[config.mk]
export PLATFORM = sky130hd
export DESIGN_NAME = header_trailer_frame_extractor_top_flat
export DESIGN_NICKNAME = d
export VERILOG_FILES = /design/src/design/htfe_pkg.sv /design/src/design/htfe_if.sv /design/src/design/header_trailer_frame_extractor_top.sv /design/src/design/htfe_ram.sv /design/src/design/htfe_ctrl.sv /design/src/flat_wrapper.sv
export SDC_FILE = /design/constraint.sdc
export NUM_CORES = 1
export LEC_CHECK = 0
export BUFFER_PORTS_ARGS = -buffer_cell sky130_fd_sc_hd__buf_4
export CORE_MARGIN = 2
export CORE_UTILIZATION = 30
export CTS_CLUSTER_SIZE = 40
export DETAILED_ROUTE_END_ITERATION = 6
export PLACE_DENSITY = 0.45
export SLEW_MARGIN = 40
export SYNTH_ARGS = -nofsm -noshare
export SYNTH_HDL_FRONTEND = slang
export SYNTH_HIERARCHICAL = 1
export SYNTH_SLANG_ARGS = --single-unit
[constraint.sdc]
create_clock -name clk -period 5.5 [get_ports clk]
set_input_delay 0.55 -clock clk [delete_from_list [all_inputs] [get_ports clk]]
set_output_delay 0.55 -clock clk [all_outputs]
set_load 0.005 [all_outputs]
[src/design/htfe_pkg.sv]
// shared types and constants for the header/trailer frame extractor
package htfe_pkg;

  localparam int unsigned BYTE_W    = 8;
  localparam int unsigned CFG_IDX_W = 1;
  localparam int unsigned CFG_W     = 8;

  // configuration register indexes
  localparam logic [CFG_IDX_W-1:0] REG_HEADER  = 1'd0;
  localparam logic [CFG_IDX_W-1:0] REG_TRAILER = 1'd1;

  // register reset values
  localparam logic [BYTE_W-1:0] HEADER_RST  = 8'hFF;
  localparam logic [BYTE_W-1:0] TRAILER_RST = 8'hEE;

  typedef logic [BYTE_W-1:0] byte_t;

  typedef enum logic [1:0] {
    ST_IDLE,
    ST_READ,
    ST_LOAD
  } htfe_state_t;

endpackage

[src/design/htfe_if.sv]
// valid/ready channel interfaces for input bytes and frame bytes
interface htfe_in_if;
  import htfe_pkg::*;
  logic  valid;
  logic  ready;
  byte_t rx_byte;
  modport source (output valid, output rx_byte, input ready);
  modport sink (input valid, input rx_byte, output ready);
endinterface

interface htfe_out_if;
  import htfe_pkg::*;
  logic  valid;
  logic  ready;
  byte_t out_byte;
  logic  frame_end;
  modport source (output valid, output out_byte, output frame_end, input ready);
  modport sink (input valid, input out_byte, input frame_end, output ready);
endinterface

[src/design/header_trailer_frame_extractor_top.sv]
// top level of the header/trailer byte frame extractor
// usage:
// - in_ch carries received bytes, one per beat; every byte is stored in a
//   DEPTH-entry ring and the write position advances and wraps
// - a byte equal to the header register marks its own slot as frame start
// - a byte equal to the trailer register, while the start slot still holds
//   the header value, closes a frame: the bytes from header through trailer
//   are sent on out_ch, frame_end high on the trailer beat, and the ring
//   positions go back to zero
// - cfg port: cfg_we writes cfg_data to register cfg_idx (0 header, 1 trailer)
// timing:
// - a byte that closes no frame leaves the block idle, with in_ch still ready
// - readout goes through the single registered read port of the ring; each
//   frame byte is read in ST_READ and then loaded into the output register in
//   ST_LOAD, starting once the trailer beat is taken
// - in_ch is not ready during readout; it reopens once the last read is loaded,
//   while the trailer beat may still wait in the output register
// - a stalled out_ch holds the output register and pauses the readout
// reset: synchronous rst_n clears write/start positions and handshake state,
// restores header (0xff) and trailer (0xee); ring contents need no clearing
module header_trailer_frame_extractor_top #(
  parameter int unsigned DEPTH = 64
) (
  input  logic                           clk,
  input  logic                           rst_n,
  htfe_in_if.sink                        in_ch,
  htfe_out_if.source                     out_ch,
  input  logic                           cfg_we,
  input  logic [htfe_pkg::CFG_IDX_W-1:0] cfg_idx,
  input  logic [htfe_pkg::CFG_W-1:0]     cfg_data
);
  import htfe_pkg::*;

  localparam int unsigned IDX_W = $clog2(DEPTH);

  // ring store access
  logic             ram_we, ram_re;
  logic [IDX_W-1:0] ram_waddr, ram_raddr;
  byte_t            ram_wdata, ram_rdata;

  // sequencer: positions, frame detection, output register
  htfe_ctrl #(
    .DEPTH (DEPTH)
  ) u_ctrl (
    .clk       (clk),
    .rst_n     (rst_n),
    .cfg_we    (cfg_we),
    .cfg_idx   (cfg_idx),
    .cfg_data  (cfg_data),
    .in_valid  (in_ch.valid),
    .in_ready  (in_ch.ready),
    .in_byte   (in_ch.rx_byte),
    .out_valid (out_ch.valid),
    .out_ready (out_ch.ready),
    .out_byte  (out_ch.out_byte),
    .out_end   (out_ch.frame_end),
    .ram_we    (ram_we),
    .ram_waddr (ram_waddr),
    .ram_wdata (ram_wdata),
    .ram_re    (ram_re),
    .ram_raddr (ram_raddr),
    .ram_rdata (ram_rdata)
  );

  // byte ring, written on every input beat, read during frame readout
  htfe_ram #(
    .DEPTH (DEPTH)
  ) u_ram (
    .clk   (clk),
    .we    (ram_we),
    .waddr (ram_waddr),
    .wdata (ram_wdata),
    .re    (ram_re),
    .raddr (ram_raddr),
    .rdata (ram_rdata)
  );

endmodule

[src/design/htfe_ram.sv]
// byte ring store: one write port, one registered read port
module htfe_ram #(
  parameter int unsigned DEPTH = 64
) (
  input  logic                     clk,
  input  logic                     we,
  input  logic [$clog2(DEPTH)-1:0] waddr,
  input  htfe_pkg::byte_t          wdata,
  input  logic                     re,
  input  logic [$clog2(DEPTH)-1:0] raddr,
  output htfe_pkg::byte_t          rdata
);
  import htfe_pkg::*;

  byte_t mem [DEPTH];
  byte_t rdata_r;

  always_ff @(posedge clk) begin
    if (we) begin
      mem[waddr] <= wdata;
    end
    if (re) begin
      rdata_r <= mem[raddr];
    end
  end

  assign rdata = rdata_r;

endmodule

[src/design/htfe_ctrl.sv]
// index tracking, frame detection and readout sequencer
module htfe_ctrl #(
  parameter int unsigned DEPTH = 64
) (
  input  logic                       clk,
  input  logic                       rst_n,
  input  logic                       cfg_we,
  input  logic [htfe_pkg::CFG_IDX_W-1:0] cfg_idx,
  input  logic [htfe_pkg::CFG_W-1:0] cfg_data,
  input  logic                       in_valid,
  output logic                       in_ready,
  input  htfe_pkg::byte_t            in_byte,
  output logic                       out_valid,
  input  logic                       out_ready,
  output htfe_pkg::byte_t            out_byte,
  output logic                       out_end,
  output logic                       ram_we,
  output logic [$clog2(DEPTH)-1:0]   ram_waddr,
  output htfe_pkg::byte_t            ram_wdata,
  output logic                       ram_re,
  output logic [$clog2(DEPTH)-1:0]   ram_raddr,
  input  htfe_pkg::byte_t            ram_rdata
);
  import htfe_pkg::*;

  localparam int unsigned IDX_W = $clog2(DEPTH);
  localparam logic [IDX_W-1:0] IDX_LAST = IDX_W'(DEPTH - 1);
  localparam logic [IDX_W-1:0] IDX_ONE  = IDX_W'(1);

  htfe_state_t      state_r, state_nxt;
  byte_t            header_r, trailer_r;
  logic [IDX_W-1:0] wr_idx_r, wr_idx_nxt;
  logic [IDX_W-1:0] start_idx_r, start_idx_nxt;
  byte_t            start_byte_r, start_byte_nxt;
  logic [IDX_W-1:0] pos_r, pos_nxt;
  logic [IDX_W-1:0] end_r, end_nxt;
  logic             last_rd_r, last_rd_nxt;
  logic             out_valid_r, out_valid_nxt;
  byte_t            out_byte_r, out_byte_nxt;
  logic             out_end_r, out_end_nxt;

  logic             in_acc, hdr_hit, trl_hit, frame_hit, out_free, load_out;
  logic [IDX_W-1:0] wr_inc, pos_inc, start_sel;
  byte_t            start_byte_sel;

  assign in_acc   = in_valid && in_ready;
  assign hdr_hit  = (in_byte == header_r);
  assign trl_hit  = (in_byte == trailer_r);
  assign wr_inc   = (wr_idx_r == IDX_LAST) ? '0 : wr_idx_r + IDX_ONE;
  assign pos_inc  = (pos_r == IDX_LAST) ? '0 : pos_r + IDX_ONE;
  assign out_free = !out_valid_r || out_ready;

  // byte held at start position once this beat is stored
  assign start_sel      = hdr_hit ? wr_idx_r : start_idx_r;
  assign start_byte_sel = (hdr_hit || (wr_idx_r == start_idx_r)) ? in_byte : start_byte_r;
  assign frame_hit      = trl_hit && (start_byte_sel == header_r);

  // next state
  always_comb begin
    state_nxt = state_r;
    case (state_r)
      ST_IDLE: begin
        if (in_acc && frame_hit) begin
          state_nxt = ST_READ;
        end
      end
      ST_READ: begin
        if (out_free) begin
          state_nxt = ST_LOAD;
        end
      end
      ST_LOAD: begin
        state_nxt = last_rd_r ? ST_IDLE : ST_READ;
      end
      default: state_nxt = ST_IDLE;
    endcase
  end

  // fsm outputs
  always_comb begin
    in_ready = 1'b0;
    ram_re   = 1'b0;
    load_out = 1'b0;
    case (state_r)
      ST_IDLE: in_ready = 1'b1;
      ST_READ: ram_re   = out_free;
      ST_LOAD: load_out = 1'b1;
      default: in_ready = 1'b0;
    endcase
  end

  assign ram_we    = in_acc;
  assign ram_waddr = wr_idx_r;
  assign ram_wdata = in_byte;
  assign ram_raddr = pos_r;

  // datapath
  always_comb begin
    wr_idx_nxt     = wr_idx_r;
    start_idx_nxt  = start_idx_r;
    start_byte_nxt = start_byte_r;
    pos_nxt        = pos_r;
    end_nxt        = end_r;
    last_rd_nxt    = last_rd_r;
    out_valid_nxt  = out_valid_r && !out_ready;
    out_byte_nxt   = out_byte_r;
    out_end_nxt    = out_end_r;
    if (in_acc) begin
      if (frame_hit) begin
        pos_nxt       = start_sel;
        end_nxt       = wr_idx_r;
        wr_idx_nxt    = '0;
        start_idx_nxt = '0;
      end else begin
        wr_idx_nxt    = wr_inc;
        start_idx_nxt = start_sel;
      end
      start_byte_nxt = start_byte_sel;
    end
    if (ram_re) begin
      pos_nxt     = pos_inc;
      last_rd_nxt = (pos_r == end_r);
    end
    if (load_out) begin
      out_valid_nxt = 1'b1;
      out_byte_nxt  = ram_rdata;
      out_end_nxt   = last_rd_r;
    end
  end

  always_ff @(posedge clk) begin
    if (!rst_n) begin
      state_r     <= ST_IDLE;
      header_r    <= HEADER_RST;
      trailer_r   <= TRAILER_RST;
      wr_idx_r    <= '0;
      start_idx_r <= '0;
      out_valid_r <= 1'b0;
    end else begin
      state_r     <= state_nxt;
      wr_idx_r    <= wr_idx_nxt;
      start_idx_r <= start_idx_nxt;
      out_valid_r <= out_valid_nxt;
      if (cfg_we && (cfg_idx == REG_HEADER)) begin
        header_r <= cfg_data;
      end
      if (cfg_we && (cfg_idx == REG_TRAILER)) begin
        trailer_r <= cfg_data;
      end
    end
  end

  always_ff @(posedge clk) begin
    start_byte_r <= start_byte_nxt;
    pos_r        <= pos_nxt;
    end_r        <= end_nxt;
    last_rd_r    <= last_rd_nxt;
    out_byte_r   <= out_byte_nxt;
    out_end_r    <= out_end_nxt;
  end

  assign out_valid = out_valid_r;
  assign out_byte  = out_byte_r;
  assign out_end   = out_end_r;

endmodule

[src/flat_wrapper.sv]
// flat-port wrapper written by rule: the top's interface ports become plain ports
module header_trailer_frame_extractor_top_flat import htfe_pkg::*;
#(
  parameter int unsigned DEPTH = 64
)
  (clk, rst_n, cfg_we, cfg_idx, cfg_data, in_ch_valid, in_ch_rx_byte, in_ch_ready, out_ch_valid, out_ch_out_byte, out_ch_frame_end, out_ch_ready);
  htfe_in_if in_ch_i ();
  htfe_out_if out_ch_i ();
  input  logic clk;
  input  logic rst_n;
  input  logic cfg_we;
  input  logic [htfe_pkg::CFG_IDX_W-1:0] cfg_idx;
  input  logic [htfe_pkg::CFG_W-1:0] cfg_data;
  input wire logic [$bits(in_ch_i.valid)-1:0] in_ch_valid;
  input wire logic [$bits(in_ch_i.rx_byte)-1:0] in_ch_rx_byte;
  output wire logic [$bits(in_ch_i.ready)-1:0] in_ch_ready;
  output wire logic [$bits(out_ch_i.valid)-1:0] out_ch_valid;
  output wire logic [$bits(out_ch_i.out_byte)-1:0] out_ch_out_byte;
  output wire logic [$bits(out_ch_i.frame_end)-1:0] out_ch_frame_end;
  input wire logic [$bits(out_ch_i.ready)-1:0] out_ch_ready;
  assign in_ch_i.valid = in_ch_valid;
  assign in_ch_i.rx_byte = in_ch_rx_byte;
  assign in_ch_ready = in_ch_i.ready;
  assign out_ch_valid = out_ch_i.valid;
  assign out_ch_out_byte = out_ch_i.out_byte;
  assign out_ch_frame_end = out_ch_i.frame_end;
  assign out_ch_i.ready = out_ch_ready;
  header_trailer_frame_extractor_top #(.DEPTH(DEPTH)) u_core (.clk(clk), .rst_n(rst_n), .in_ch(in_ch_i), .out_ch(out_ch_i), .cfg_we(cfg_we), .cfg_idx(cfg_idx), .cfg_data(cfg_data));
endmodule
Word-level counts from Yosys, hierarchy flattened
Memories as Yosys holds them, arrays and structs flattened. A register that Yosys moved wholly into a read port is not among the register bits. Index checks and enable logic that the tools add are counted. Widths: inputs -> output; s select.

Add/subtract/negate cells: 2. Equal/unequal tests: 11. Muxes and demuxes: 19. Bitwise operators: 1. Reductions and logical operators: 16.

Operators by type and width (number): $mux 6 (8); $eq 8x8->1 (3); $add 6x1->6 const B (2); $eq 6x6->1 (2); $eq 6x6->1 const B (2); $mux 8 (1); $mux 1 (7); $logic_and 1x1->1 (6); $pmux 2 s3 (1); $reduce_and 2->1 (3); $mux 2 (2); $ne 2x2->1 const B (2); $reduce_bool 2->1 (2); $eq 2x1->1 const B (1); $eq 2x2->1 const B (1); $logic_not 1->1 (2); $logic_not 2->1 (1); $logic_or 1x1->1 (2); $not 1->1 (1).

Register bits after elaboration: 61. Bits in writable memories: 512. Input port bits: 22. Output and inout bits: 11. Memories: 1.

Memories: u_core.u_ram.mem (depth 64, width 8, rd ports 1, clocked after Yosys merged registers in 1, wr ports 1, line htfe_ram.sv:15) `byte_t mem [DEPTH];`.

Logic depth before layout (Yosys ltp)
Word-level depth: 8. Mapped depth: 9. Gate-level depth less buffers: 7.

Modules after synthesis
The synthesis kept the hierarchy.

By module, submodules not included: htfe_ram (instances 1, cells an instance 940, area an instance 20246.9 um^2); htfe_ctrl (instances 1, cells an instance 286, area an instance 3014.1 um^2).

Worst setup path before layout
Ideal clock, no wire load.

Kind: input to register. From: in in_ch_valid. To: mem u_core/u_ram/mem[62][0] (netlist name), enable pin. Library setup time: 0.370 ns. Arrival: 2.390 ns. Slack: 2.740 ns. Cell stages on the path: 6. Buffers on the path: 1. Cells stage by stage: nand2_1 clkinv_1 buf_1 nor2b_1 nand3_1 nor2_1.

Cells in the longest elaborated chain, start to end: 3.

Ends and longest elaborated chain: start: declaration (line flat_wrapper.sv:14) `input wire logic [$bits(in_ch_i.valid)-1:0] in_ch_valid;`; $logic_and 1x1->1 (line htfe_ctrl.sv:46) `assign in_acc = in_valid && in_ready;`; named net u_core.ram_we (line header_trailer_frame_extractor_top.sv:37) `logic ram_we, ram_re;`; $mux 1 (line htfe_ram.sv:19) `if (we) begin`; $mux 1 (implied by the code) (line htfe_ram.sv:20) `mem[waddr] <= wdata;`; end: declaration (line htfe_ram.sv:15).

The timed path passes the listed nets, and every way through them passes these cells.

==> impl_metrics.py <==
metrics = {
    "detailed_routing": {
        "via_per_inst": 4.85,
        "wl_um": 55900,
        "drtPass1Iterations": 5,
        "route.detailed.drc": 0,
        "routedWlPerCell_um": 23.7,
        "ant_nets": 0,
        "vias": 11400,
        "drtIter0Drc": 890,
    },
    "timing": {
        "relSlewSlack_pct": 39.7,
        "tightest_slew_ns": 0.900,
        "timing.final.hold_violations": 0,
        "rsz0062_at_grt": "false",
        "finalCriticalPeriod_ns": 3.28,
        "final-setup-viol-count": 0,
        "slew_violations": 0,
        "max_clock_freq_mhz": 305,
        "fin_setup_tns_ns": 0,
        "skew_ns": 0.0172,
        "finalCritPeriodShare_pct": 59.6,
    },
    "floorplanning": {
        "fp-row-count": 102,
        "core_area_um2": 77100,
        "start_util_pct": 30.2,
        "fp.dieH_um": 282,
        "die_w_um": 282,
        "dieArea_um2": 79800,
        "pin_count": 33,
    },
    "critical_path": {
        "endpoint_kind": "register",
        "startpoint_type": "register",
        "cp_cell_sequence": "buf_12 -> mux4_2 -> mux2_2 -> o221a_2 -> nor3_1 -> o32ai_1",
        "cp_slowest_cell": "edfxtp_1",
        "path_max_fanout": 54,
        "path_class": "reg -> reg",
        "required_ns": 5.84,
        "crit_arrival_ns": 3.62,
        "critPathTopFamily": "multiplexers",
        "cp_slowest_stage_delay_ns": 0.69,
        "path_buf_inv": 1,
    },
    "logic_synthesis": {
        "syn_area_um2": 23300,
        "synthArstFlopShare_pct": 0,
        "synth_top_cell_by_area": "edfxtp_1",
        "ys_types": 56,
        "yosys_register_bits": 581,
        "yosysTopAreaCellShare_pct": 71.0,
        "seq_area_frac_synth_pct": 73.7,
        "yosys_warnings": 6,
        "synth_edf_count": 550,
        "synth_cells": 1226,
        "synth_area_leaders": "edfxtp_1, mux4_2, dfxtp_1",
        "synth.avg_cell_area_um2": 19.0,
        "synth_top_flop_cell": "edfxtp_1",
        "synthesis.nets": 1250,
    },
    "cells_and_area": {
        "area_growth_pct": 14.7,
        "regArea_um2": 17100,
        "diodes": 0,
        "drive_gt1_share_pct": 26.8,
        "multi_input_area_um2": 5810,
        "fin_util_pct": 34.6,
        "fill_cells": 7284,
        "fin_cells": 2359,
        "layout.nets": 1294,
        "mostFrequentLayoutCells": "edfxtp_1, mux4_2, nand2_1",
        "final_common_cell": "edfxtp_1",
    },
    "global_routing": {
        "grt_usage_pct": 14.2,
        "grt_start_max_net_pins": 70,
        "grt_pass1_vias": 11900,
        "grt_overflow": 0,
        "antenna_found_initial": 1,
        "grt_pass1_wl_um": 82400,
    },
    "run_status": {
        "status": "complete, no violations",
    },
    "clocking": {
        "clk_pin_slew_ns": 0.06,
        "clk_latency_ns": 0.62,
        "cts-root-buf": "clkbuf_16",
        "postCtsResizedCells": 0,
        "numCtsBuffers": 61,
        "cts_sinks": 581,
        "cts_max_level": 2,
        "post-cts-setup-buffers": 0,
        "holdBufCountCts": 0,
        "cts_tree": "built",
        "clock_path_buffers": 3,
    },
    "placement": {
        "portBuffers": 32,
        "place_hpwl_um": 33400,
        "placed_cells": 2247,
        "gp_congestion": 0.783,
    },
    "power": {
        "vdd_drop_max_mv": 0.221,
        "power_leakage_nw": 7.97,
        "p_per_area_nw_per_um2": 341,
    },
    "run": {
        "drv_cap": 0,
    },
    "worst_hold_path": {
        "hp-class": "in -> reg",
    },
}
[through the flow]
stage / cell area [µm²] / worst slack (ns) / power (mW) / hold slack (ns)
2_1_floorplan: 23300 / 2.74 / 5.09 / 0.400
3_3_place_gp: 24600 / 1.71 / 5.17 / 0.407
3_5_place_dp: 24700 / 1.61 / 5.18 / 0.409
4_1_cts: 26700 / 2.21 / 9.24 / 0.105
5_1_grt: 26700 / 2.10 / 9.41 / 0.126
6_report: 26700 / 2.22 / 9.10 / 0.157
[Yosys cell counts, types with 11 or more instances]
library cell    n
dfxtp_1        31
o22ai_1        12
buf_2          11
nand3_1        36
nand2_1        65
mux4_2        126
edfxtp_1      550
clkbuf_1       26
nor2_1         89
buf_4          21
mux2_2         20
xor2_1         13
mux2i_1        37
xnor2_1        26
nor2b_1        18
[report_power, final]
| part | total [mW] | internal [mW] | switching (mW) |
|---|---|---|---|
| clock | 4.02 | 2.35 | 1.67 |
| combinational | 0.194 | 0.0581 | 0.136 |
| sequential | 4.89 | 4.86 | 0.0226 |
| total | 9.10 | 7.27 | 1.83 |
[kinds of logic after synthesis]
logic type	count (synthesis)	share of synthesized area, %
flops	581	73.7
simple gates	250	4.93
mux	183	14.8
compound gates	90	3.01
buf+inv	81	2.05
xor+xnor	39	1.47
fa+ha+maj	2	0.108
[final timing paths]
kind	from	end	slack (ns)	cells after the start
min	cfg_data[0]	u_core/u_ctrl/header_r[0]	0.16	3
max reg2reg	u_core/u_ctrl/ram_raddr[0]	u_core/u_ram/rdata[6]	2.22	6
max	u_core/u_ctrl/ram_raddr[0]	u_core/u_ram/rdata[6]	2.22	6
min reg2reg	u_core/u_ram/rdata[0]	u_core/u_ctrl/out_byte[0]	0.42	0
[layer usage]
layer,global-route usage [%],share of wire (%),routed length [µm]
met5,0,0,0
met4,3.85,2.0,1140
met3,2.49,4.2,2370
met2,22.6,47,26200
met1,20.1,47,26200
[area by class of cell]
cell class / instances / area share [%]
well taps: 1040 / 4.88
flip-flops and latches: 581 / 64.2
multi-input cells: 564 / 21.8
inverters: 9 / 0.127
repair buffers: 53 / 1.73
clock inverters: 42 / 1.28
clock buffers: 70 / 6.01
[worst reg2reg max path: cells and delay by family, from the launching register on]
family / cells / cell delay (ns)
compound gates: 2 / 0.49
buf+inv: 1 / 0.41
flops: 1 / 0.69
mux: 2 / 0.98
simple gates: 1 / 0.44
[registers in the layout, indices dropped and copies added (netlist names)]
name	flops
u_core/u_ctrl/end_r	6
u_core/u_ctrl/header_r	8
u_core/u_ctrl/last_rd_r	1
u_core/u_ctrl/out_byte	8
u_core/u_ctrl/out_end	1
u_core/u_ctrl/out_valid	1
u_core/u_ctrl/ram_raddr	6
u_core/u_ctrl/ram_waddr	6
u_core/u_ctrl/start_byte_r	8
u_core/u_ctrl/start_idx_r	6
u_core/u_ctrl/state_r	2
u_core/u_ctrl/trailer_r	8
u_core/u_ram/mem	512
u_core/u_ram/rdata	8
(Power assumes the default switching activity.)
